## config.mk

```make
export PLATFORM = sky130hd
export DESIGN_NAME = cocktail_shaker_sorter_unit
export DESIGN_NICKNAME = d
export VERILOG_FILES = /design/src/hdl/css_pkg.sv /design/src/hdl/css_ram.sv /design/src/hdl/css_ctrl.sv /design/src/hdl/css_datapath.sv /design/src/hdl/cocktail_shaker_sorter_unit.sv
export SDC_FILE = /design/constraint.sdc
export NUM_CORES = 2
export LEC_CHECK = 0
export ABC_AREA = 1
export BUFFER_PORTS_ARGS = -buffer_cell sky130_fd_sc_hd__buf_4
export CORE_MARGIN = 2
export CORE_UTILIZATION = 35
export CTS_BUF_LIST = sky130_fd_sc_hd__clkbuf_16
export DETAILED_ROUTE_END_ITERATION = 10
export SLEW_MARGIN = 20
export SYNTH_ARGS = -nofsm -noshare
export SYNTH_HDL_FRONTEND = slang
export SYNTH_SLANG_ARGS = --single-unit
```

## constraint.sdc

```tcl
create_clock -name clock -period 5.79 [get_ports clock]
set_input_delay 0.2895 -clock clock [delete_from_list [all_inputs] [get_ports clock]]
set_output_delay 0.2895 -clock clock [all_outputs]
set_load 0.03 [all_outputs]
```

## src/hdl/css_pkg.sv

```systemverilog
// Package for the cocktail shaker sorter: sizes, beat payload types,
// controller/datapath command and status types. No dependencies.
package css_pkg;

   // Store sizing
   localparam int DEPTH   = 64;
   localparam int ADDR_W  = $clog2(DEPTH);
   localparam int CNT_W   = $clog2(DEPTH + 1);
   localparam int DATA_W  = 32;
   localparam int TALLY_W = 11;

   // Input beat
   typedef struct packed {
      logic signed [DATA_W-1:0] element_value;
      logic                     is_final;
   } css_req_type;

   // Output beat
   typedef struct packed {
      logic signed [DATA_W-1:0] sorted_value;
      logic                     end_of_run;
      logic [TALLY_W-1:0]       comparisons;
      logic [TALLY_W-1:0]       exchanges;
   } css_rsp_type;

   // Datapath operations issued by the controller
   typedef enum logic [3:0] {
      OP_IDLE,
      OP_LOAD,
      OP_F_INIT,
      OP_F_TAKE,
      OP_F_CMP,
      OP_F_END,
      OP_B_INIT,
      OP_B_TAKE,
      OP_B_CMP,
      OP_B_END,
      OP_OUT_START,
      OP_OUT_SHOW,
      OP_OUT_NEXT,
      OP_OUT_DONE
   } css_op_type;

   typedef struct packed {
      css_op_type op;
   } css_cmd_type;

   typedef struct packed {
      logic load_last;  // beat in flight closes the set
      logic single;     // set holds one element
      logic fwd_last;   // forward compare at upper bound
      logic bwd_last;   // backward compare at lower bound
      logic quiet;      // no swap in the current pass
      logic span_ok;    // lower bound + 1 below upper bound
      logic out_last;   // result register holds the greatest value
   } css_status_type;

endpackage

```

## src/hdl/css_ram.sv

```systemverilog
// Generic simple dual-port RAM: one write port, one registered read port.
// No dependencies.
module css_ram #(
   parameter int WIDTH = 32,
   parameter int DEPTH = 64
) (
   input  logic                     clock,
   input  logic                     wr_en,
   input  logic [$clog2(DEPTH)-1:0] wr_addr,
   input  logic [WIDTH-1:0]         wr_data,
   input  logic [$clog2(DEPTH)-1:0] rd_addr,
   output logic [WIDTH-1:0]         rd_data
);

   logic [WIDTH-1:0] mem_ff [DEPTH];
   logic [WIDTH-1:0] rd_data_ff;

   // Write port
   always_ff @(posedge clock) begin
      if (wr_en) begin
         mem_ff[wr_addr] <= wr_data;
      end
   end

   // Registered read
   always_ff @(posedge clock) begin
      rd_data_ff <= mem_ff[rd_addr];
   end

   assign rd_data = rd_data_ff;

endmodule

```

## src/hdl/css_ctrl.sv

```systemverilog
// Sequencer for the cocktail shaker sorter: load, forward and backward
// passes, result emission. Depends on css_pkg.
module css_ctrl
   import css_pkg::*;
(
   input  logic           clock,
   input  logic           reset,
   input  logic           req_valid,
   output logic           req_stall,
   output logic           rsp_valid,
   input  logic           rsp_stall,
   input  css_status_type status,
   output css_cmd_type    cmd
);

   typedef enum logic [11:0] {
      S_LOAD    = 12'b0000_0000_0001,
      S_F_INIT  = 12'b0000_0000_0010,
      S_F_TAKE  = 12'b0000_0000_0100,
      S_F_CMP   = 12'b0000_0000_1000,
      S_F_END   = 12'b0000_0001_0000,
      S_B_INIT  = 12'b0000_0010_0000,
      S_B_TAKE  = 12'b0000_0100_0000,
      S_B_CMP   = 12'b0000_1000_0000,
      S_B_END   = 12'b0001_0000_0000,
      S_O_START = 12'b0010_0000_0000,
      S_O_SHOW  = 12'b0100_0000_0000,
      S_O_HOLD  = 12'b1000_0000_0000
   } css_state_type;

   css_state_type state_ff, state_in;

   assign req_stall = (state_ff != S_LOAD);
   assign rsp_valid = (state_ff == S_O_HOLD);

   // Next state and datapath operation
   always_comb begin
      state_in = state_ff;
      cmd.op   = OP_IDLE;
      unique case (state_ff)
         S_LOAD: begin
            if (req_valid) begin
               cmd.op = OP_LOAD;
               if (status.load_last) begin
                  state_in = status.single ? S_O_START : S_F_INIT;
               end
            end
         end
         S_F_INIT: begin
            cmd.op   = OP_F_INIT;
            state_in = S_F_TAKE;
         end
         S_F_TAKE: begin
            cmd.op   = OP_F_TAKE;
            state_in = S_F_CMP;
         end
         S_F_CMP: begin
            cmd.op = OP_F_CMP;
            if (status.fwd_last) begin
               state_in = S_F_END;
            end
         end
         S_F_END: begin
            cmd.op   = OP_F_END;
            state_in = (status.quiet || !status.span_ok) ? S_O_START : S_B_INIT;
         end
         S_B_INIT: begin
            cmd.op   = OP_B_INIT;
            state_in = S_B_TAKE;
         end
         S_B_TAKE: begin
            cmd.op   = OP_B_TAKE;
            state_in = S_B_CMP;
         end
         S_B_CMP: begin
            cmd.op = OP_B_CMP;
            if (status.bwd_last) begin
               state_in = S_B_END;
            end
         end
         S_B_END: begin
            cmd.op   = OP_B_END;
            state_in = (status.quiet || !status.span_ok) ? S_O_START : S_F_INIT;
         end
         S_O_START: begin
            cmd.op   = OP_OUT_START;
            state_in = S_O_SHOW;
         end
         S_O_SHOW: begin
            cmd.op   = OP_OUT_SHOW;
            state_in = S_O_HOLD;
         end
         S_O_HOLD: begin
            if (!rsp_stall) begin
               if (status.out_last) begin
                  cmd.op   = OP_OUT_DONE;
                  state_in = S_LOAD;
               end else begin
                  cmd.op   = OP_OUT_NEXT;
                  state_in = S_O_SHOW;
               end
            end
         end
         default: begin
            state_in = S_LOAD;
         end
      endcase
   end

   always_ff @(posedge clock) begin
      if (reset) begin
         state_ff <= S_LOAD;
      end else begin
         state_ff <= state_in;
      end
   end

endmodule

```

## src/hdl/css_datapath.sv

```systemverilog
// Datapath of the cocktail shaker sorter: element RAM, carried element,
// bounds, pointers, tallies and the result register. Depends on css_pkg, css_ram.
module css_datapath
   import css_pkg::*;
(
   input  logic           clock,
   input  logic           reset,
   input  css_req_type    req_data,
   input  css_cmd_type    cmd,
   output css_status_type status,
   output css_rsp_type    rsp_data
);

   logic [CNT_W-1:0]         fill_ff, fill_in;
   logic [ADDR_W-1:0]        lo_ff, lo_in;
   logic [ADDR_W-1:0]        hi_ff, hi_in;
   logic [ADDR_W-1:0]        last_ff, last_in;
   logic [ADDR_W-1:0]        ptr_ff, ptr_in;
   logic [TALLY_W-1:0]       cmp_ff, cmp_in;
   logic [TALLY_W-1:0]       swp_ff, swp_in;
   logic                     quiet_ff, quiet_in;
   logic signed [DATA_W-1:0] carry_ff, carry_in;
   css_rsp_type              rsp_ff, rsp_in;

   logic                     wr_en;
   logic [ADDR_W-1:0]        wr_addr;
   logic [DATA_W-1:0]        wr_data;
   logic [ADDR_W-1:0]        rd_addr;
   logic [DATA_W-1:0]        rd_data;
   logic signed [DATA_W-1:0] rd_value;
   logic                     fwd_swap;
   logic                     bwd_swap;

   css_ram #(
      .WIDTH (DATA_W),
      .DEPTH (DEPTH)
   ) u_store (
      .clock   (clock),
      .wr_en   (wr_en),
      .wr_addr (wr_addr),
      .wr_data (wr_data),
      .rd_addr (rd_addr),
      .rd_data (rd_data)
   );

   assign rd_value = $signed(rd_data);
   // Forward: carried element is the left one; backward: it is the right one
   assign fwd_swap = (carry_ff > rd_value);
   assign bwd_swap = (rd_value > carry_ff);

   // Status toward the controller
   always_comb begin
      status.load_last = req_data.is_final || (fill_ff == CNT_W'(DEPTH - 1));
      status.single    = (fill_ff == '0);
      status.fwd_last  = (ADDR_W'(ptr_ff + ADDR_W'(1)) == hi_ff);
      status.bwd_last  = (ADDR_W'(ptr_ff - ADDR_W'(1)) == lo_ff);
      status.quiet     = quiet_ff;
      status.span_ok   = (({1'b0, lo_ff} + (ADDR_W + 1)'(1)) < {1'b0, hi_ff});
      status.out_last  = rsp_ff.end_of_run;
   end

   // Operation decode
   always_comb begin
      fill_in  = fill_ff;
      lo_in    = lo_ff;
      hi_in    = hi_ff;
      last_in  = last_ff;
      ptr_in   = ptr_ff;
      cmp_in   = cmp_ff;
      swp_in   = swp_ff;
      quiet_in = quiet_ff;
      carry_in = carry_ff;
      rsp_in   = rsp_ff;
      wr_en    = 1'b0;
      wr_addr  = ptr_ff;
      wr_data  = carry_ff;
      rd_addr  = '0;
      unique case (cmd.op)
         OP_LOAD: begin
            wr_en   = 1'b1;
            wr_addr = fill_ff[ADDR_W-1:0];
            wr_data = req_data.element_value;
            fill_in = CNT_W'(fill_ff + CNT_W'(1));
            if (status.load_last) begin
               fill_in = '0;
               lo_in   = '0;
               hi_in   = fill_ff[ADDR_W-1:0];
               last_in = fill_ff[ADDR_W-1:0];
               cmp_in  = '0;
               swp_in  = '0;
            end
         end
         OP_F_INIT: begin
            rd_addr  = lo_ff;
            ptr_in   = lo_ff;
            quiet_in = 1'b1;
         end
         OP_F_TAKE: begin
            carry_in = rd_value;
            rd_addr  = ADDR_W'(ptr_ff + ADDR_W'(1));
         end
         // Drop the smaller one behind, carry the larger one up
         OP_F_CMP: begin
            wr_en    = 1'b1;
            wr_addr  = ptr_ff;
            wr_data  = fwd_swap ? rd_value : carry_ff;
            carry_in = fwd_swap ? carry_ff : rd_value;
            cmp_in   = TALLY_W'(cmp_ff + TALLY_W'(1));
            if (fwd_swap) begin
               swp_in   = TALLY_W'(swp_ff + TALLY_W'(1));
               quiet_in = 1'b0;
            end
            ptr_in  = ADDR_W'(ptr_ff + ADDR_W'(1));
            rd_addr = ADDR_W'(ptr_ff + ADDR_W'(2));
         end
         OP_F_END: begin
            wr_en   = 1'b1;
            wr_addr = hi_ff;
            wr_data = carry_ff;
            hi_in   = ADDR_W'(hi_ff - ADDR_W'(1));
         end
         OP_B_INIT: begin
            rd_addr  = hi_ff;
            ptr_in   = hi_ff;
            quiet_in = 1'b1;
         end
         OP_B_TAKE: begin
            carry_in = rd_value;
            rd_addr  = ADDR_W'(ptr_ff - ADDR_W'(1));
         end
         // Drop the larger one behind, carry the smaller one down
         OP_B_CMP: begin
            wr_en    = 1'b1;
            wr_addr  = ptr_ff;
            wr_data  = bwd_swap ? rd_value : carry_ff;
            carry_in = bwd_swap ? carry_ff : rd_value;
            cmp_in   = TALLY_W'(cmp_ff + TALLY_W'(1));
            if (bwd_swap) begin
               swp_in   = TALLY_W'(swp_ff + TALLY_W'(1));
               quiet_in = 1'b0;
            end
            ptr_in  = ADDR_W'(ptr_ff - ADDR_W'(1));
            rd_addr = ADDR_W'(ptr_ff - ADDR_W'(2));
         end
         OP_B_END: begin
            wr_en   = 1'b1;
            wr_addr = lo_ff;
            wr_data = carry_ff;
            lo_in   = ADDR_W'(lo_ff + ADDR_W'(1));
         end
         OP_OUT_START: begin
            rd_addr = '0;
            ptr_in  = '0;
         end
         OP_OUT_SHOW: begin
            rsp_in.sorted_value = rd_value;
            rsp_in.end_of_run   = (ptr_ff == last_ff);
            rsp_in.comparisons  = cmp_ff;
            rsp_in.exchanges    = swp_ff;
         end
         OP_OUT_NEXT: begin
            rd_addr = ADDR_W'(ptr_ff + ADDR_W'(1));
            ptr_in  = ADDR_W'(ptr_ff + ADDR_W'(1));
         end
         OP_OUT_DONE: begin
            fill_in = '0;
         end
         default: begin
         end
      endcase
   end

   // Control state
   always_ff @(posedge clock) begin
      if (reset) begin
         fill_ff <= '0;
         lo_ff   <= '0;
         hi_ff   <= '0;
         cmp_ff  <= '0;
         swp_ff  <= '0;
      end else begin
         fill_ff <= fill_in;
         lo_ff   <= lo_in;
         hi_ff   <= hi_in;
         cmp_ff  <= cmp_in;
         swp_ff  <= swp_in;
      end
   end

   // Payload and working registers
   always_ff @(posedge clock) begin
      last_ff  <= last_in;
      ptr_ff   <= ptr_in;
      quiet_ff <= quiet_in;
      carry_ff <= carry_in;
      rsp_ff   <= rsp_in;
   end

   assign rsp_data = rsp_ff;

endmodule

```

## src/hdl/cocktail_shaker_sorter_unit.sv

```systemverilog
// Cocktail shaker sorter, top level: sequencer plus datapath.
// Depends on css_pkg, css_ctrl, css_datapath (css_ram).
//
// Elements load at one beat per cycle into a 64-entry RAM. The beat with
// is_final set, or the beat that fills the store, starts the sort, and the
// input stalls until the last result beat of that set has been taken. The
// single-write, single-read RAM port pair sets the sort time. Each pass has
// a start step, a take step that loads the carried element, one compare step
// per comparison and an end step that writes the carried element back, and
// passes run until one makes no swap or the bounds meet. Results leave in
// ascending order, each beat only after the one before it is taken, with the
// comparison and swap counts of the sort; end_of_run marks the greatest value.
module cocktail_shaker_sorter_unit
   import css_pkg::*;
(
   input  logic        clock,
   input  logic        reset,
   input  logic        req_valid,
   output logic        req_stall,
   input  css_req_type req_data,
   output logic        rsp_valid,
   input  logic        rsp_stall,
   output css_rsp_type rsp_data
);

   css_cmd_type    cmd;
   css_status_type status;

   css_ctrl u_ctrl (
      .clock     (clock),
      .reset     (reset),
      .req_valid (req_valid),
      .req_stall (req_stall),
      .rsp_valid (rsp_valid),
      .rsp_stall (rsp_stall),
      .status    (status),
      .cmd       (cmd)
   );

   css_datapath u_datapath (
      .clock    (clock),
      .reset    (reset),
      .req_data (req_data),
      .cmd      (cmd),
      .status   (status),
      .rsp_data (rsp_data)
   );

endmodule

```

==> out/qor.txt <==
Wire length per cell: 24.22 um
Maximum VDD drop: 0.3771 mV
Mux contribution to synthesized area: 0%
CTS tree: built
Main combinational cell family by area after synthesis: simple AND/OR/NAND/NOR gates
Antenna violations before repair: 8
Final #Nets: 9331
Synth Area in Adders: 0.6298%
Number of global-route vias before repair: 65990
Clock buffer depth: 3
Post-Place Setup Slack: 0.8216 ns
Slew headroom: 16.39%
Top cells by count, synth: 2213 x nand2_1, 2148 x edfxtp_1, 2033 x nand3_1, 1197 x inv_1, 417 x nand3b_1
Final Setup Violations: 0
Worst R2R Path Depth: 22
Fin. Hold Viols: 0
Clk slew on worst S/H paths: 0.07 ns
Critical R2R Launch: u_ctrl.state_ff[8]$_SDFFE_PP0P_
Detailed-route via count: 70310
Outcome: complete, no violations
Clk root buf: clkbuf_16
Worst Max-Slew Pin Slew: 1.250 ns
Final Max Tran Viols: 0
Main synth FF type: edfxtp_1
Critical Path End: u_datapath.u_store.rd_data[12]$_DFF_P_
Count leader, synth: nand2_1
Final wirelength: 318.9 mm
Synth top area cells: edfxtp_1 65%, nand3_1 10%, nand2_1 8.4%
Post-synth top area share: 65.46%
First-pass GRT wire length: 459.5 mm
Synth Register Bits: 2233
Syn Inst Count: 9244
Setup TNS: 0 ns
Final setup margin: 0.6810 ns
Compound-Gate Fraction of Synth Area: 1.429%
DR vias/cell: 5.340
CTS Buf Count: 230
Placed insts: 12730
Largest area contributor in the netlist: edfxtp_1
Power Dens Cells: 398.9 nW/um^2
P_leak: 0.04330 uW
Worst reg2reg path endpoint: u_datapath.u_store.rd_data[12]$_DFF_P_
GR Overflow Total: 0
Core Box Area: 279600 um^2
Initial Util: 35.24%
Hpwl dp: 172.1 mm
Fill cell count: 26510
Site row count: 194
Skew-Pair Late Insertion Delay: 0.88 ns
CP Launch Point: u_ctrl.state_ff[8]$_SDFFE_PP0P_
Avg Cell Area, Syn: 10.66 um^2
Seq/Total Area, Yosys: 67.19%
Crit-path max FO: 89
CTS H-tree lvls: 4
Startpoint types: flip-flop
Synth Area in Simple Gates: 23.21%
Final Critical Period: 5.109 ns
RSZ-0062 raised after global routing: false
Worst Skew: 0.05288 ns
Post-route clock period utilization: 88.24%
Synth-to-layout area growth: 14.31%
Layout cell share with drive strength beyond 1: 8.488%
Number of flops mapped to enable cells by yosys: 2148
Drt first-iter violations: 8979
IO Count: 94
Mapped Area: 98530 um^2
Die height: 534.6 um
Path category of the worst min-delay check: input pin to flip-flop
CTS resizes: 0
Fmax: 195.7 MHz
Ys Warns: 0
Total power: 44930 uW
Flop-to-flop setup slack: 0.68 ns
Post-route ant nets: 0
Pin count of the biggest net entering global routing: 141
Worst path arrival time: 5.85 ns
DRT Pass-1 Iters: 8
Syn_nets: 9330
CTS sink cnt: 2233
Finished Layout Cells: 13170
DRC: 0
Total die area: 285800 um^2
WP data required: 6.53 ns
Max-cap violation count: 0
Ys async rst share: 0%
Xor and xnor area share after synthesis: 0.2667%
GR Util All Layers: 21.71%
Port-buffer cells: 93
GP Congestion: 0.9255
Crit path kind: flip-flop to flip-flop
Worst setup EP type: flip-flop
Netlist cell types: 55
Die W: 534.6 um
[power by group]
part | internal (uW) | leakage (uW) | switching (uW)
clock network | 8400 | 0.00385 | 6410
registers | 20900 | 0.0201 | 380
logic | 1670 | 0.0194 | 7220
[layer usage]
| metal | wire [um] | track usage, % |
|---|---|---|
| met1 | 128700 | 29.66 |
| met2 | 145400 | 34.36 |
| met3 | 32020 | 3.891 |
| met4 | 12860 | 8.318 |
| met5 | 0 | 0 |
[cells in the final DEF, fill, tap and decap left out, drive strengths merged, types with 7 or more instances in the layout]
cell,instances
or2,11
bufinv,26
clkbuf,231
clkinvlp,7
ha,48
xor2,24
a21oi,61
clkinv,106
edfxtp,2148
nor3b,10
o22ai,9
o221ai,8
nor3,23
dfxtp,85
nand2,2222
nand4,28
inv,1269
nor2,159
o21ai,130
nand3b,417
buf,317
a31oi,9
dlygate4sd3,7
nand3,2038
[state kept, by name (all words and copies together), names as in the netlist]
name,count
u_datapath.u_store.rd_data,32
u_datapath.rsp_data,55
u_datapath.hi_ff,6
u_ctrl.state_ff,12
u_datapath.carry_ff,32
u_datapath.swp_ff,11
u_datapath.last_ff,6
u_datapath.cmp_ff,11
u_datapath.ptr_ff,6
u_datapath.lo_ff,6
u_datapath.quiet_ff,1
u_datapath.u_store.mem_ff,2048
u_datapath.fill_ff,7
[worst min path at each step]
stage | start | depth (start not counted) | end | slack (ns)
2_1_floorplan | u_datapath.fill_ff[2]$_SDFFE_PP0P_ | 0 | u_datapath.last_ff[2]$_DFFE_PP_ | 0.41
3_5_place_dp | u_datapath.cmp_ff[10]$_SDFFE_PP0P_ | 0 | u_datapath.rsp_data[21]$_DFFE_PN_ | 0.43
3_3_place_gp | u_datapath.cmp_ff[10]$_SDFFE_PP0P_ | 0 | u_datapath.rsp_data[21]$_DFFE_PN_ | 0.42
6_report | req_data[20] | 3 | u_datapath.u_store.mem_ff[13][19]$_DFFE_PP_ | 0.29
4_1_cts | req_data[20] | 3 | u_datapath.u_store.mem_ff[13][19]$_DFFE_PP_ | 0.23
5_1_grt | req_data[21] | 3 | u_datapath.u_store.mem_ff[14][20]$_DFFE_PP_ | 0.29
[cell type report]
| type | count | area, um^2 | share of cell area, % |
|---|---|---|---|
| diodes | 5 | 12.51 | 0.01111 |
| multi-input cells | 5241 | 26170 | 23.23 |
| flip-flops and latches | 2233 | 66200 | 58.78 |
| clock buffers | 231 | 5781 | 5.132 |
| repair buffers | 324 | 3476 | 3.086 |
| inverters | 1215 | 4596 | 4.080 |
| well taps | 3724 | 4659 | 4.137 |
| clock inverters | 193 | 1739 | 1.544 |
[kinds of logic after synthesis]
| group | count (synthesis) |
|---|---|
| flops | 2233 |
| compound gates | 248 |
| xor+xnor | 30 |
| simple gates | 4914 |
| fa+ha+maj | 49 |
| buf+inv | 1770 |
[critical path: stages (launching register included)]
cell and delay (ns):
dfxtp_1 0.37, nor2_1 0.07, nand2_1 0.12, inv_2 0.14, nand2_2 0.14, or2_1 0.45, nand3_2 0.15, inv_2 0.11
nand3_2 0.11, nand2_1 0.19, nand2_8 0.29, nand2_8 0.34, buf_12 0.36, buf_12 0.36, nand2_1 0.08, o21ai_0 0.11
nand2_1 0.08, nand3_1 0.09, nand2_1 0.07, nand2_1 0.13, nand3_1 0.43, nand3_1 0.53, nand2_1 0.10
[stage by stage]
step	hold WS [ns]	utilization (%)	area, um^2
6_report	0.2891	40.28	112600
2_1_floorplan	0.4064	-	98530
3_3_place_gp	0.4196	37.56	105000
5_1_grt	0.2911	40.28	112600
4_1_cts	0.2312	40.27	112600
3_5_place_dp	0.4250	37.56	105000
[repair_timing]
| action | CTS | global route |
|---|---|---|
| hold endpoints to repair | 44 | 0 |
| endpoints found under the setup margin | 0 | 0 |
| setup buffers | 0 | 0 |
| hold buffers | 7 | 0 |
No activity file was read; power rests on OpenSTA's default activity.
